<file path="src/sv/zcbs_pkg.sv">
// ----------------------------------------------------------------------------
// zcbs_pkg
// types and constants shared by the zero crossing bit slicer
// ----------------------------------------------------------------------------
package zcbs_pkg;

  localparam int CFG_IDX_W  = 3;
  localparam int CFG_DATA_W = 16;
  localparam int SAMPLE_W   = 16;
  localparam int LEN_W      = 16;
  localparam int FRAC_W     = 16;
  localparam int DIV_W      = 16;
  localparam int DIV_LOW_W  = 17;
  localparam int DIV_CNT_W  = 5;

  localparam logic [7:0]           BYTE_OFFSET = 8'h80;
  localparam logic [CFG_DATA_W-1:0] SPB_RESET  = 16'd2560;
  localparam logic [LEN_W-1:0]     LEN_MAX     = '1;
  localparam logic [FRAC_W-1:0]    FRAC_MAX    = '1;
  localparam logic [DIV_CNT_W-1:0] ITERS_SHORT = 5'd16;
  localparam logic [DIV_CNT_W-1:0] ITERS_LONG  = 5'd17;

  typedef enum logic [CFG_IDX_W-1:0] {
    CFG_SIXTEEN_BIT = 3'd0,
    CFG_AVERAGE     = 3'd1,
    CFG_FINE        = 3'd2,
    CFG_INVERT      = 3'd3,
    CFG_SPB         = 3'd4
  } cfg_idx_t;

  typedef enum logic [1:0] {
    SIGN_NONE = 2'd0,
    SIGN_POS  = 2'd1,
    SIGN_NEG  = 2'd2
  } sign_t;

  typedef enum logic [3:0] {
    ST_IDLE,
    ST_AVG,
    ST_AVG_DIV,
    ST_SLICE,
    ST_FRAC_DIV,
    ST_LEN_PREP,
    ST_LEN_LOAD,
    ST_LEN_DIV,
    ST_EMIT
  } state_t;

  typedef struct packed {
    logic                 start;
    logic [DIV_CNT_W-1:0] iters;
  } div_cmd_t;

  typedef struct packed {
    logic                 done;
    logic [DIV_LOW_W-1:0] quo;
  } div_rsp_t;

endpackage

</file>
<file path="src/sv/zcbs_serial_div.sv">
// ----------------------------------------------------------------------------
// zcbs_serial_div
// restoring divider, one quotient bit per cycle, shared by all divides
// ----------------------------------------------------------------------------
module zcbs_serial_div import zcbs_pkg::*; (
  input  logic                 clk,
  input  logic                 rst_n,
  input  div_cmd_t             cmd,
  input  logic [DIV_W-1:0]     rem_init,
  input  logic [DIV_LOW_W-1:0] low_init,
  input  logic [DIV_W-1:0]     divisor,
  output div_rsp_t             rsp
);

  logic                 busy_r;
  logic                 done_r;
  logic [DIV_CNT_W-1:0] cnt_r;
  logic [DIV_W-1:0]     rem_r;
  logic [DIV_W-1:0]     rem_nxt;
  logic [DIV_LOW_W-1:0] low_r;
  logic [DIV_LOW_W-1:0] quo_r;
  logic [DIV_W-1:0]     dvs_r;
  logic [DIV_W+1:0]     trial;
  logic                 ge;

  always_comb begin
    trial   = {1'b0, rem_r, low_r[DIV_LOW_W-1]} - {2'b00, dvs_r};
    ge      = ~trial[DIV_W+1];
    rem_nxt = ge ? trial[DIV_W-1:0] : {rem_r[DIV_W-2:0], low_r[DIV_LOW_W-1]};
  end

  always_ff @(posedge clk) begin
    if (!rst_n) begin
      busy_r <= 1'b0;
      done_r <= 1'b0;
      cnt_r  <= '0;
    end else begin
      done_r <= 1'b0;
      if (cmd.start) begin
        busy_r <= 1'b1;
        cnt_r  <= cmd.iters;
      end else if (busy_r) begin
        cnt_r <= cnt_r - 1'b1;
        if (cnt_r == DIV_CNT_W'(1)) begin
          busy_r <= 1'b0;
          done_r <= 1'b1;
        end
      end
    end
  end

  always_ff @(posedge clk) begin
    if (cmd.start) begin
      rem_r <= rem_init;
      low_r <= low_init;
      dvs_r <= divisor;
      quo_r <= '0;
    end else if (busy_r) begin
      rem_r <= rem_nxt;
      low_r <= {low_r[DIV_LOW_W-2:0], 1'b0};
      quo_r <= {quo_r[DIV_LOW_W-2:0], ge};
    end
  end

  assign rsp.done = done_r;
  assign rsp.quo  = quo_r;

endmodule

</file>
<file path="src/sv/zcbs_window.sv">
// ----------------------------------------------------------------------------
// zcbs_window
// moving average sample store with registered read and per-entry valid bits
// ----------------------------------------------------------------------------
module zcbs_window import zcbs_pkg::*; #(
  parameter int  DEPTH = 8,
  localparam int IDX_W = $clog2(DEPTH)
) (
  input  logic                       clk,
  input  logic                       rst_n,
  input  logic [IDX_W-1:0]           idx,
  input  logic                       wr_en,
  input  logic signed [SAMPLE_W-1:0] wr_data,
  output logic signed [SAMPLE_W-1:0] rd_data
);

  logic signed [SAMPLE_W-1:0] mem_r [DEPTH];
  logic [DEPTH-1:0]           valid_r;
  logic signed [SAMPLE_W-1:0] rd_r;
  logic                       rd_valid_r;

  always_ff @(posedge clk) begin
    if (wr_en) begin
      mem_r[idx] <= wr_data;
    end
    rd_r <= mem_r[idx];
  end

  always_ff @(posedge clk) begin
    if (!rst_n) begin
      valid_r    <= '0;
      rd_valid_r <= 1'b0;
    end else begin
      if (wr_en) begin
        valid_r[idx] <= 1'b1;
      end
      rd_valid_r <= valid_r[idx];
    end
  end

  assign rd_data = rd_valid_r ? rd_r : '0;

endmodule

</file>
<file path="src/sv/zero_crossing_bit_slicer.sv">
// ----------------------------------------------------------------------------
// zero crossing bit slicer
// each sample is sliced, after a serial divide by 2L when averaging
// a sign change adds the length divide (skipped when it saturates), after
// a fraction divide with fine length; the result goes to output registers
// one sample at a time, paced by the shared bit-serial divider
// sync reset clears control state and window valid bits in a reset cycle
// ----------------------------------------------------------------------------
module zero_crossing_bit_slicer import zcbs_pkg::*; #(
  parameter int AVERAGE_LENGTH = 8,
  parameter int RUN_COUNT_BITS = 16
) (
  input  logic                  clk,
  input  logic                  rst_n,
  input  logic                  cfg_wr_en,
  input  logic [CFG_IDX_W-1:0]  cfg_index,
  input  logic [CFG_DATA_W-1:0] cfg_wr_data,
  input  logic                  in_valid,
  output logic                  in_ready,
  input  logic [SAMPLE_W-1:0]   in_raw_sample,
  output logic                  out_valid,
  input  logic                  out_ready,
  output logic                  out_bit_value,
  output logic [LEN_W-1:0]      out_length_in_bits
);

  localparam int IDX_W = $clog2(AVERAGE_LENGTH);
  localparam int SUM_W = SAMPLE_W + 1 + IDX_W;
  localparam int AVG_W = SUM_W + 1;
  localparam int N_W   = RUN_COUNT_BITS + 17;
  localparam int NS_W  = N_W + 1;
  localparam int HI_W  = N_W - 24;
  localparam logic [IDX_W-1:0]          IDX_LAST    = IDX_W'(AVERAGE_LENGTH - 1);
  localparam logic [DIV_W-1:0]          AVG_DIVISOR = DIV_W'(2 * AVERAGE_LENGTH);
  localparam logic [RUN_COUNT_BITS-1:0] RUN_MAX     = '1;

  state_t state_r, state_nxt;

  logic                  sixteen_r;
  logic                  avg_en_r;
  logic                  fine_r;
  logic                  invert_r;
  logic [CFG_DATA_W-1:0] spb_r;

  logic signed [SUM_W-1:0]    sum_r;
  logic [IDX_W-1:0]           idx_r;
  logic signed [SAMPLE_W-1:0] prev_r;
  sign_t                      sign_r;
  logic [RUN_COUNT_BITS-1:0]  run_r;
  logic [FRAC_W-1:0]          pfrac_r;
  logic                       out_valid_r;

  logic signed [SAMPLE_W-1:0] sample_r;
  logic [FRAC_W-1:0]          frac_r;
  logic [N_W-1:0]             n_r;
  logic [LEN_W-1:0]           len_r;
  logic                       bit_r;
  logic                       avg_neg_r;
  logic                       den_zero_r;
  logic                       out_bit_r;
  logic [LEN_W-1:0]           out_len_r;

  logic signed [SAMPLE_W-1:0] sample_cvt;
  logic signed [SAMPLE_W-1:0] win_old;
  logic signed [SUM_W-1:0]    sum_nxt;
  logic [AVG_W-1:0]           avg_twice;
  logic [AVG_W-1:0]           avg_mag;
  logic [SAMPLE_W-1:0]        avg_q;
  logic [SAMPLE_W-1:0]        avg_val;
  sign_t                      cur_sign;
  logic [RUN_COUNT_BITS-1:0]  run_inc;
  logic                       crossing;
  logic [SAMPLE_W-1:0]        num;
  logic [SAMPLE_W:0]          diff;
  logic [DIV_W-1:0]           den;
  logic [FRAC_W-1:0]          frac_val;
  logic [NS_W-1:0]            n_full;
  logic [CFG_DATA_W-1:0]      spb_eff;
  logic [N_W-1:0]             len_sum;
  logic [HI_W-1:0]            len_hi;
  logic                       len_ovf;

  logic                 win_wr_en;
  logic                 out_load;
  div_cmd_t             div_cmd;
  div_rsp_t             div_rsp;
  logic [DIV_W-1:0]     div_rem_init;
  logic [DIV_LOW_W-1:0] div_low_init;
  logic [DIV_W-1:0]     div_divisor;

  zcbs_window #(
    .DEPTH (AVERAGE_LENGTH)
  ) u_window (
    .clk     (clk),
    .rst_n   (rst_n),
    .idx     (idx_r),
    .wr_en   (win_wr_en),
    .wr_data (sample_r),
    .rd_data (win_old)
  );

  zcbs_serial_div u_div (
    .clk      (clk),
    .rst_n    (rst_n),
    .cmd      (div_cmd),
    .rem_init (div_rem_init),
    .low_init (div_low_init),
    .divisor  (div_divisor),
    .rsp      (div_rsp)
  );

  // sample conversion and datapath terms
  always_comb begin
    sample_cvt = sixteen_r ? $signed(in_raw_sample)
                           : $signed({{8{~in_raw_sample[7]}}, in_raw_sample[7:0] ^ BYTE_OFFSET});

    sum_nxt   = sum_r - SUM_W'(win_old) + SUM_W'(sample_r);
    avg_twice = {sum_nxt, 1'b1};
    avg_mag   = sum_nxt[SUM_W-1] ? (~avg_twice + AVG_W'(1)) : avg_twice;
    avg_q     = div_rsp.quo[SAMPLE_W-1:0];
    avg_val   = avg_neg_r ? (~avg_q + SAMPLE_W'(1)) : avg_q;

    cur_sign = sample_r[SAMPLE_W-1] ? SIGN_NEG : SIGN_POS;
    run_inc  = (run_r == RUN_MAX) ? run_r : run_r + 1'b1;
    crossing = (sign_r != SIGN_NONE) && (cur_sign != sign_r);
    num      = sample_r[SAMPLE_W-1] ? (~SAMPLE_W'(sample_r) + SAMPLE_W'(1))
                                    : SAMPLE_W'(sample_r);
    diff     = (SAMPLE_W+1)'(sample_r) - (SAMPLE_W+1)'(prev_r);
    den      = diff[SAMPLE_W] ? DIV_W'(~diff + (SAMPLE_W+1)'(1)) : diff[DIV_W-1:0];
    frac_val = den_zero_r ? '0 :
               (div_rsp.quo[DIV_LOW_W-1] ? FRAC_MAX : div_rsp.quo[FRAC_W-1:0]);

    n_full = NS_W'({run_r, 16'h0000}) + (fine_r ? (NS_W'(pfrac_r) - NS_W'(frac_r)) : '0);

    spb_eff = (spb_r == '0) ? CFG_DATA_W'(1) : spb_r;
    len_sum = n_r + N_W'({spb_eff, 7'b0});
    len_hi  = len_sum[N_W-1:24];
    len_ovf = 32'(len_hi) >= 32'(spb_eff);
  end

  // divider operand select
  always_comb begin
    case (state_r)
      ST_AVG: begin
        div_rem_init = DIV_W'(avg_mag[AVG_W-1:16]);
        div_low_init = {avg_mag[15:0], 1'b0};
        div_divisor  = AVG_DIVISOR;
      end
      ST_SLICE: begin
        div_rem_init = {1'b0, num[SAMPLE_W-1:1]};
        div_low_init = {num[0], 16'h0000};
        div_divisor  = den;
      end
      default: begin
        div_rem_init = DIV_W'(len_hi);
        div_low_init = {len_sum[23:8], 1'b0};
        div_divisor  = spb_eff;
      end
    endcase
  end

  always_ff @(posedge clk) begin
    if (!rst_n) begin
      state_r <= ST_IDLE;
    end else begin
      state_r <= state_nxt;
    end
  end

  always_comb begin
    state_nxt     = state_r;
    in_ready      = 1'b0;
    win_wr_en     = 1'b0;
    out_load      = 1'b0;
    div_cmd.start = 1'b0;
    div_cmd.iters = ITERS_SHORT;
    unique case (state_r)
      ST_IDLE: begin
        in_ready = 1'b1;
        if (in_valid) begin
          state_nxt = avg_en_r ? ST_AVG : ST_SLICE;
        end
      end
      ST_AVG: begin
        win_wr_en     = 1'b1;
        div_cmd.start = 1'b1;
        state_nxt     = ST_AVG_DIV;
      end
      ST_AVG_DIV: begin
        if (div_rsp.done) begin
          state_nxt = ST_SLICE;
        end
      end
      ST_SLICE: begin
        if (crossing && fine_r) begin
          div_cmd.start = 1'b1;
          div_cmd.iters = ITERS_LONG;
          state_nxt     = ST_FRAC_DIV;
        end else if (crossing) begin
          state_nxt = ST_LEN_PREP;
        end else begin
          state_nxt = ST_IDLE;
        end
      end
      ST_FRAC_DIV: begin
        if (div_rsp.done) begin
          state_nxt = ST_LEN_PREP;
        end
      end
      ST_LEN_PREP: begin
        state_nxt = ST_LEN_LOAD;
      end
      ST_LEN_LOAD: begin
        if (len_ovf) begin
          state_nxt = ST_EMIT;
        end else begin
          div_cmd.start = 1'b1;
          state_nxt     = ST_LEN_DIV;
        end
      end
      ST_LEN_DIV: begin
        if (div_rsp.done) begin
          state_nxt = ST_EMIT;
        end
      end
      ST_EMIT: begin
        out_load = !out_valid_r || out_ready;
        if (out_load) begin
          state_nxt = ST_IDLE;
        end
      end
      default: begin
        state_nxt = ST_IDLE;
      end
    endcase
  end

  always_ff @(posedge clk) begin
    if (!rst_n) begin
      sixteen_r   <= 1'b0;
      avg_en_r    <= 1'b0;
      fine_r      <= 1'b0;
      invert_r    <= 1'b0;
      spb_r       <= SPB_RESET;
      sum_r       <= '0;
      idx_r       <= '0;
      prev_r      <= '0;
      sign_r      <= SIGN_NONE;
      run_r       <= '0;
      pfrac_r     <= '0;
      out_valid_r <= 1'b0;
    end else begin
      if (cfg_wr_en) begin
        unique case (cfg_index)
          CFG_SIXTEEN_BIT: sixteen_r <= cfg_wr_data[0];
          CFG_AVERAGE:     avg_en_r  <= cfg_wr_data[0];
          CFG_FINE:        fine_r    <= cfg_wr_data[0];
          CFG_INVERT:      invert_r  <= cfg_wr_data[0];
          CFG_SPB:         spb_r     <= cfg_wr_data;
          default: begin
          end
        endcase
      end
      if (state_r == ST_AVG) begin
        sum_r <= sum_nxt;
      end
      if (state_r == ST_SLICE) begin
        idx_r  <= (idx_r == IDX_LAST) ? '0 : idx_r + 1'b1;
        prev_r <= sample_r;
        sign_r <= cur_sign;
        run_r  <= (sign_r == SIGN_NONE) ? '0 : run_inc;
      end
      if (state_r == ST_LEN_PREP) begin
        run_r <= '0;
        if (fine_r) begin
          pfrac_r <= frac_r;
        end
      end
      if (out_load) begin
        out_valid_r <= 1'b1;
      end else if (out_ready) begin
        out_valid_r <= 1'b0;
      end
    end
  end

  always_ff @(posedge clk) begin
    if (in_valid && in_ready) begin
      sample_r <= sample_cvt;
    end
    if (state_r == ST_AVG) begin
      avg_neg_r <= sum_nxt[SUM_W-1];
    end
    if ((state_r == ST_AVG_DIV) && div_rsp.done) begin
      sample_r <= $signed(avg_val);
    end
    if (state_r == ST_SLICE) begin
      bit_r      <= (sign_r == SIGN_POS) ^ invert_r;
      den_zero_r <= (den == '0);
    end
    if ((state_r == ST_FRAC_DIV) && div_rsp.done) begin
      frac_r <= frac_val;
    end
    if (state_r == ST_LEN_PREP) begin
      n_r <= n_full[NS_W-1] ? '0 : n_full[N_W-1:0];
    end
    if ((state_r == ST_LEN_LOAD) && len_ovf) begin
      len_r <= LEN_MAX;
    end
    if ((state_r == ST_LEN_DIV) && div_rsp.done) begin
      len_r <= div_rsp.quo[LEN_W-1:0];
    end
    if (out_load) begin
      out_bit_r <= bit_r;
      out_len_r <= len_r;
    end
  end

  assign out_valid          = out_valid_r;
  assign out_bit_value      = out_bit_r;
  assign out_length_in_bits = out_len_r;

endmodule

</file>
<file path="config.mk">
export PLATFORM = sky130hd
export DESIGN_NAME = zero_crossing_bit_slicer
export DESIGN_NICKNAME = d
export VERILOG_FILES = /design/src/sv/zcbs_pkg.sv /design/src/sv/zcbs_serial_div.sv /design/src/sv/zcbs_window.sv /design/src/sv/zero_crossing_bit_slicer.sv
export SDC_FILE = /design/constraint.sdc
export NUM_CORES = 1
export LEC_CHECK = 0
export BUFFER_PORTS_ARGS = -buffer_cell sky130_fd_sc_hd__buf_4
export CAP_MARGIN = 40
export CORE_MARGIN = 4
export CORE_UTILIZATION = 57
export DETAILED_ROUTE_END_ITERATION = 12
export PLACE_DENSITY_LB_ADDON = 0.3
export SYNTH_ARGS = -nofsm -noshare
export SYNTH_HDL_FRONTEND = slang
export SYNTH_SLANG_ARGS = --single-unit
</file>
<file path="constraint.sdc">
create_clock -name clk -period 6.01 [get_ports clk]
set_input_delay 1.202 -clock clk [delete_from_list [all_inputs] [get_ports clk]]
set_output_delay 1.202 -clock clk [all_outputs]
set_load 0.005 [all_outputs]
</file>
==> results.json <==
{
  "status": "completed",
  "synth_nets": 2437,
  "port_buffers": 58,
  "hold_start": "len_r[13]$_SDFFCE_PN1P_",
  "num_rows": 72,
  "cts.path.max_buffers": 3,
  "synth_area_per_cell_um2": 9.94,
  "drive_above_1_share_pct": 9.72,
  "start_util_pct": 57.8,
  "layout_commonest_cell": "edfxtp_1",
  "drcViolationCount": 0,
  "grt_setup_unrepaired": "false",
  "start_kind": "flop",
  "crit-reg2reg-launch": "spb_r[12]$_SDFFE_PN0P_",
  "p_comb_share_pct": 41.8,
  "ff2ff_path_depth": 23,
  "dpl-instance-area_mm2": 0.0237,
  "cts_tree": "built",
  "reg2reg_setup_slack_ns": 0.34,
  "hpwl_mm": 40.9,
  "maxSlewViolCount": 0,
  "cts.htree.levels": 2,
  "slew_headroom_pct": 39.2,
  "grt_overflow": 0,
  "worstPathArrival_ns": 5.92,
  "die_w_um": 206,
  "cts_buffers": 44,
  "clk_latency_ns": 0.57,
  "peakVddDrop_mv": 0.297,
  "clkPwrFrac_pct": 25.6,
  "routed_wl_mm": 58.2,
  "netlist_area_mm2": 0.0225,
  "yosysWarnings": 0,
  "pwr-share-seq_pct": 32.6,
  "die_h_um": 206,
  "fin_area_mm2": 0.0252,
  "worstHoldPathCells": 0,
  "netSwitchingFraction_pct": 37.9,
  "yosysUniqueCellTypes": 85,
  "max_freq_mhz": 176,
  "timing.final.ws_setup_ns": 0.341,
  "ys_seq_area_share_pct": 49.1,
  "antenna_found_initial": 0,
  "ys.flop_type": "edfxtp_1",
  "async_flop_share_pct": 0,
  "dieArea_mm2": 0.0426,
  "final_cell_mix": "270 x edfxtp_1, 249 x nand2_1, 212 x nor2_1",
  "vias_per_cell": 6.00,
  "fin_skew_ns": 0.0204,
  "whs_ns": 0.413,
  "r2r_end": "u_div.rem_r[14]$_DFFE_PP_",
  "path_class": "reg -> reg",
  "nNetsFinal": 2490,
  "endpoint_kind": "flop",
  "drv_cap": 0,
  "num_antenna_cells": 0,
  "worst_pin_slew_ns": 0.910,
  "wl_per_cell_um": 20.3,
  "cts_root_buf": "clkbuf_16",
  "syn_inst": 2258,
  "hold_viol_final": 0,
  "crit_path_max_fanout": 32,
  "setup_tns_ns": 0,
  "first_pass_iters": 5,
  "period_share_pct": 94.3,
  "crit_required_ns": 6.26,
  "ant_nets": 0,
  "clock-sinks": 416,
  "crit_start": "spb_r[12]$_SDFFE_PN0P_",
  "ys_seq_elements": 416,
  "hold_end": "out_length_in_bits[13]$_DFFE_PP_",
  "gp_congestion": 0.931,
  "drtIter0Drc": 1834,
  "coreArea_mm2": 0.0388,
  "area_delta_synth_final_pct": 12.4,
  "route.vias.total": 17172,
  "leakagePower_nw": 9.74,
  "grt_pass1_vias": 17008,
  "synth_edf_count": 270,
  "finalCriticalPeriod_ns": 5.67,
  "hold_class": "reg -> reg",
  "pwr_density_cell_mw_per_mm2": 454,
  "switchingPower_mw": 4.33,
  "grt_first_pass_wirelength_mm": 90.8,
  "grt_max_degree": 53,
  "io_pins": 59,
  "setup_viol": 0,
  "grt_usage_pct": 27.4,
  "clk_pin_slew_ns": 0.06,
  "p_int_mw": 7.12,
  "pre_cts_ws_ns": 0.154
}
cells in the mapped netlist, types with 25 or more instances:
library cell | instances | area, um2
nand4_1 | 25 | 156
inv_1 | 163 | 612
xnor2_1 | 97 | 850
clkbuf_1 | 91 | 342
xor2_1 | 62 | 543
a21o_1 | 25 | 188
nand3_1 | 35 | 175
nor3_1 | 37 | 185
dfxtp_1 | 146 | 2920
o21ai_0 | 82 | 410
mux2i_1 | 29 | 290
ha_1 | 116 | 1450
edfxtp_1 | 270 | 8110
or3_1 | 30 | 188
nor2b_1 | 30 | 188
nor2_1 | 214 | 803
a22oi_1 | 69 | 518
a21oi_1 | 176 | 881
nand2_1 | 249 | 935
cell families (layout without fill, tap and decap cells):
kind of cell / count (synthesis) / after routing / share of synthesized area, %
AOI/OAI and AO/OA: 506 / 506 / 14.7
DFF: 416 / 416 / 49.1
and+or+nand+nor: 736 / 736 / 15.4
xor gates and xnor gates: 161 / 161 / 6.35
adders and majority gates: 139 / 139 / 8.52
muxes: 29 / 29 / 1.29
buffers and inverters: 271 / 359 / 4.62
how the worst max path moves through the flow:
stage / slack (ns) / end / depth (start not counted)
2_1_floorplan: 0.34 / u_div.dvs_r[0]$_DFFE_PP_ / 25
3_3_place_gp: 0.39 / u_div.rem_r[15]$_SDFFCE_PP0P_ / 23
3_5_place_dp: 0.15 / u_div.rem_r[12]$_DFFE_PP_ / 23
4_1_cts: 0.09 / u_div.rem_r[11]$_DFFE_PP_ / 23
5_1_grt: 0.0008 / u_div.rem_r[11]$_DFFE_PP_ / 23
6_report: 0.34 / u_div.rem_r[14]$_DFFE_PP_ / 23
state kept, by name, summed over array words and instances, names as in the netlist, 3 cells and up:
name,count
spb_r,16
u_div.cnt_r,5
sum_r,20
frac_r,16
prev_r,16
pfrac_r,16
len_r,16
u_div.low_r,16
n_r,26
u_div.dvs_r,16
u_window.valid_r,8
state_r,4
sample_r,16
u_window.mem_r,128
out_length_in_bits,16
u_div.quo_r,17
idx_r,3
u_window.rd_r,16
run_r,16
u_div.rem_r,16
repair_timing:
action	4_1_cts	5_1_grt
setup buffers	0	0
hold buffers	0	0
endpoints found under the setup margin	0	94
gates resized for setup	0	8
layout make-up:
cell class / count / area [um2]
fillers: 2961 / 13600
flip-flops and latches: 416 / 11000
clock inverters: 24 / 370
inverters: 166 / 623
repair buffers: 112 / 936
multi-input cells: 1571 / 10500
well taps: 518 / 648
clock buffers: 57 / 1180
worst max-delay path, stage by stage, from the launching register on:
cell	delay, ns
dfxtp_1	0.34
or4_1	0.55
nand4b_1	0.21
nand2b_1	0.16
nand2_1	0.10
fa_1	0.39
nand2b_1	0.22
a21oi_2	0.21
nor3_1	0.10
o21ai_1	0.21
a21oi_1	0.12
o21ai_1	0.17
buf_4	0.15
nand3_1	0.14
xnor2_2	0.23
ha_1	0.27
o21a_1	0.16
o21ai_0	0.25
o21ai_0	0.16
a21o_2	0.32
and3_1	0.26
buf_4	0.25
nand2b_1	0.15
buf_12	0.22
stage by stage:
step	power [mW]	instances	util (%)
after global routing	12.1	2864	65.0
after CTS	11.4	2864	64.9
after global placement	8.30	2775	60.6
after detailed placement	8.43	2783	60.9
final	11.5	2864	65.0
after floorplan	7.15	2258	-
metal layers:
layer	track usage, %	wire [um]	vias up
li1	-	-	8103
met2	45.1	27500	679
met1	35.1	23400	8236
met3	5.21	4450	154
met4	12.9	2830	0
met5	0	0	-
power groups by stage:
stage	clock [mW]	combinational, mW	sequential (mW)
6_report	2.93	4.79	3.74
5_1_grt	3.07	5.25	3.77
4_1_cts	2.96	4.69	3.74
3_5_place_dp	0	4.64	3.79
3_3_place_gp	0	4.51	3.78
2_1_floorplan	0	3.45	3.70
Power figures use the tool's default switching activity.
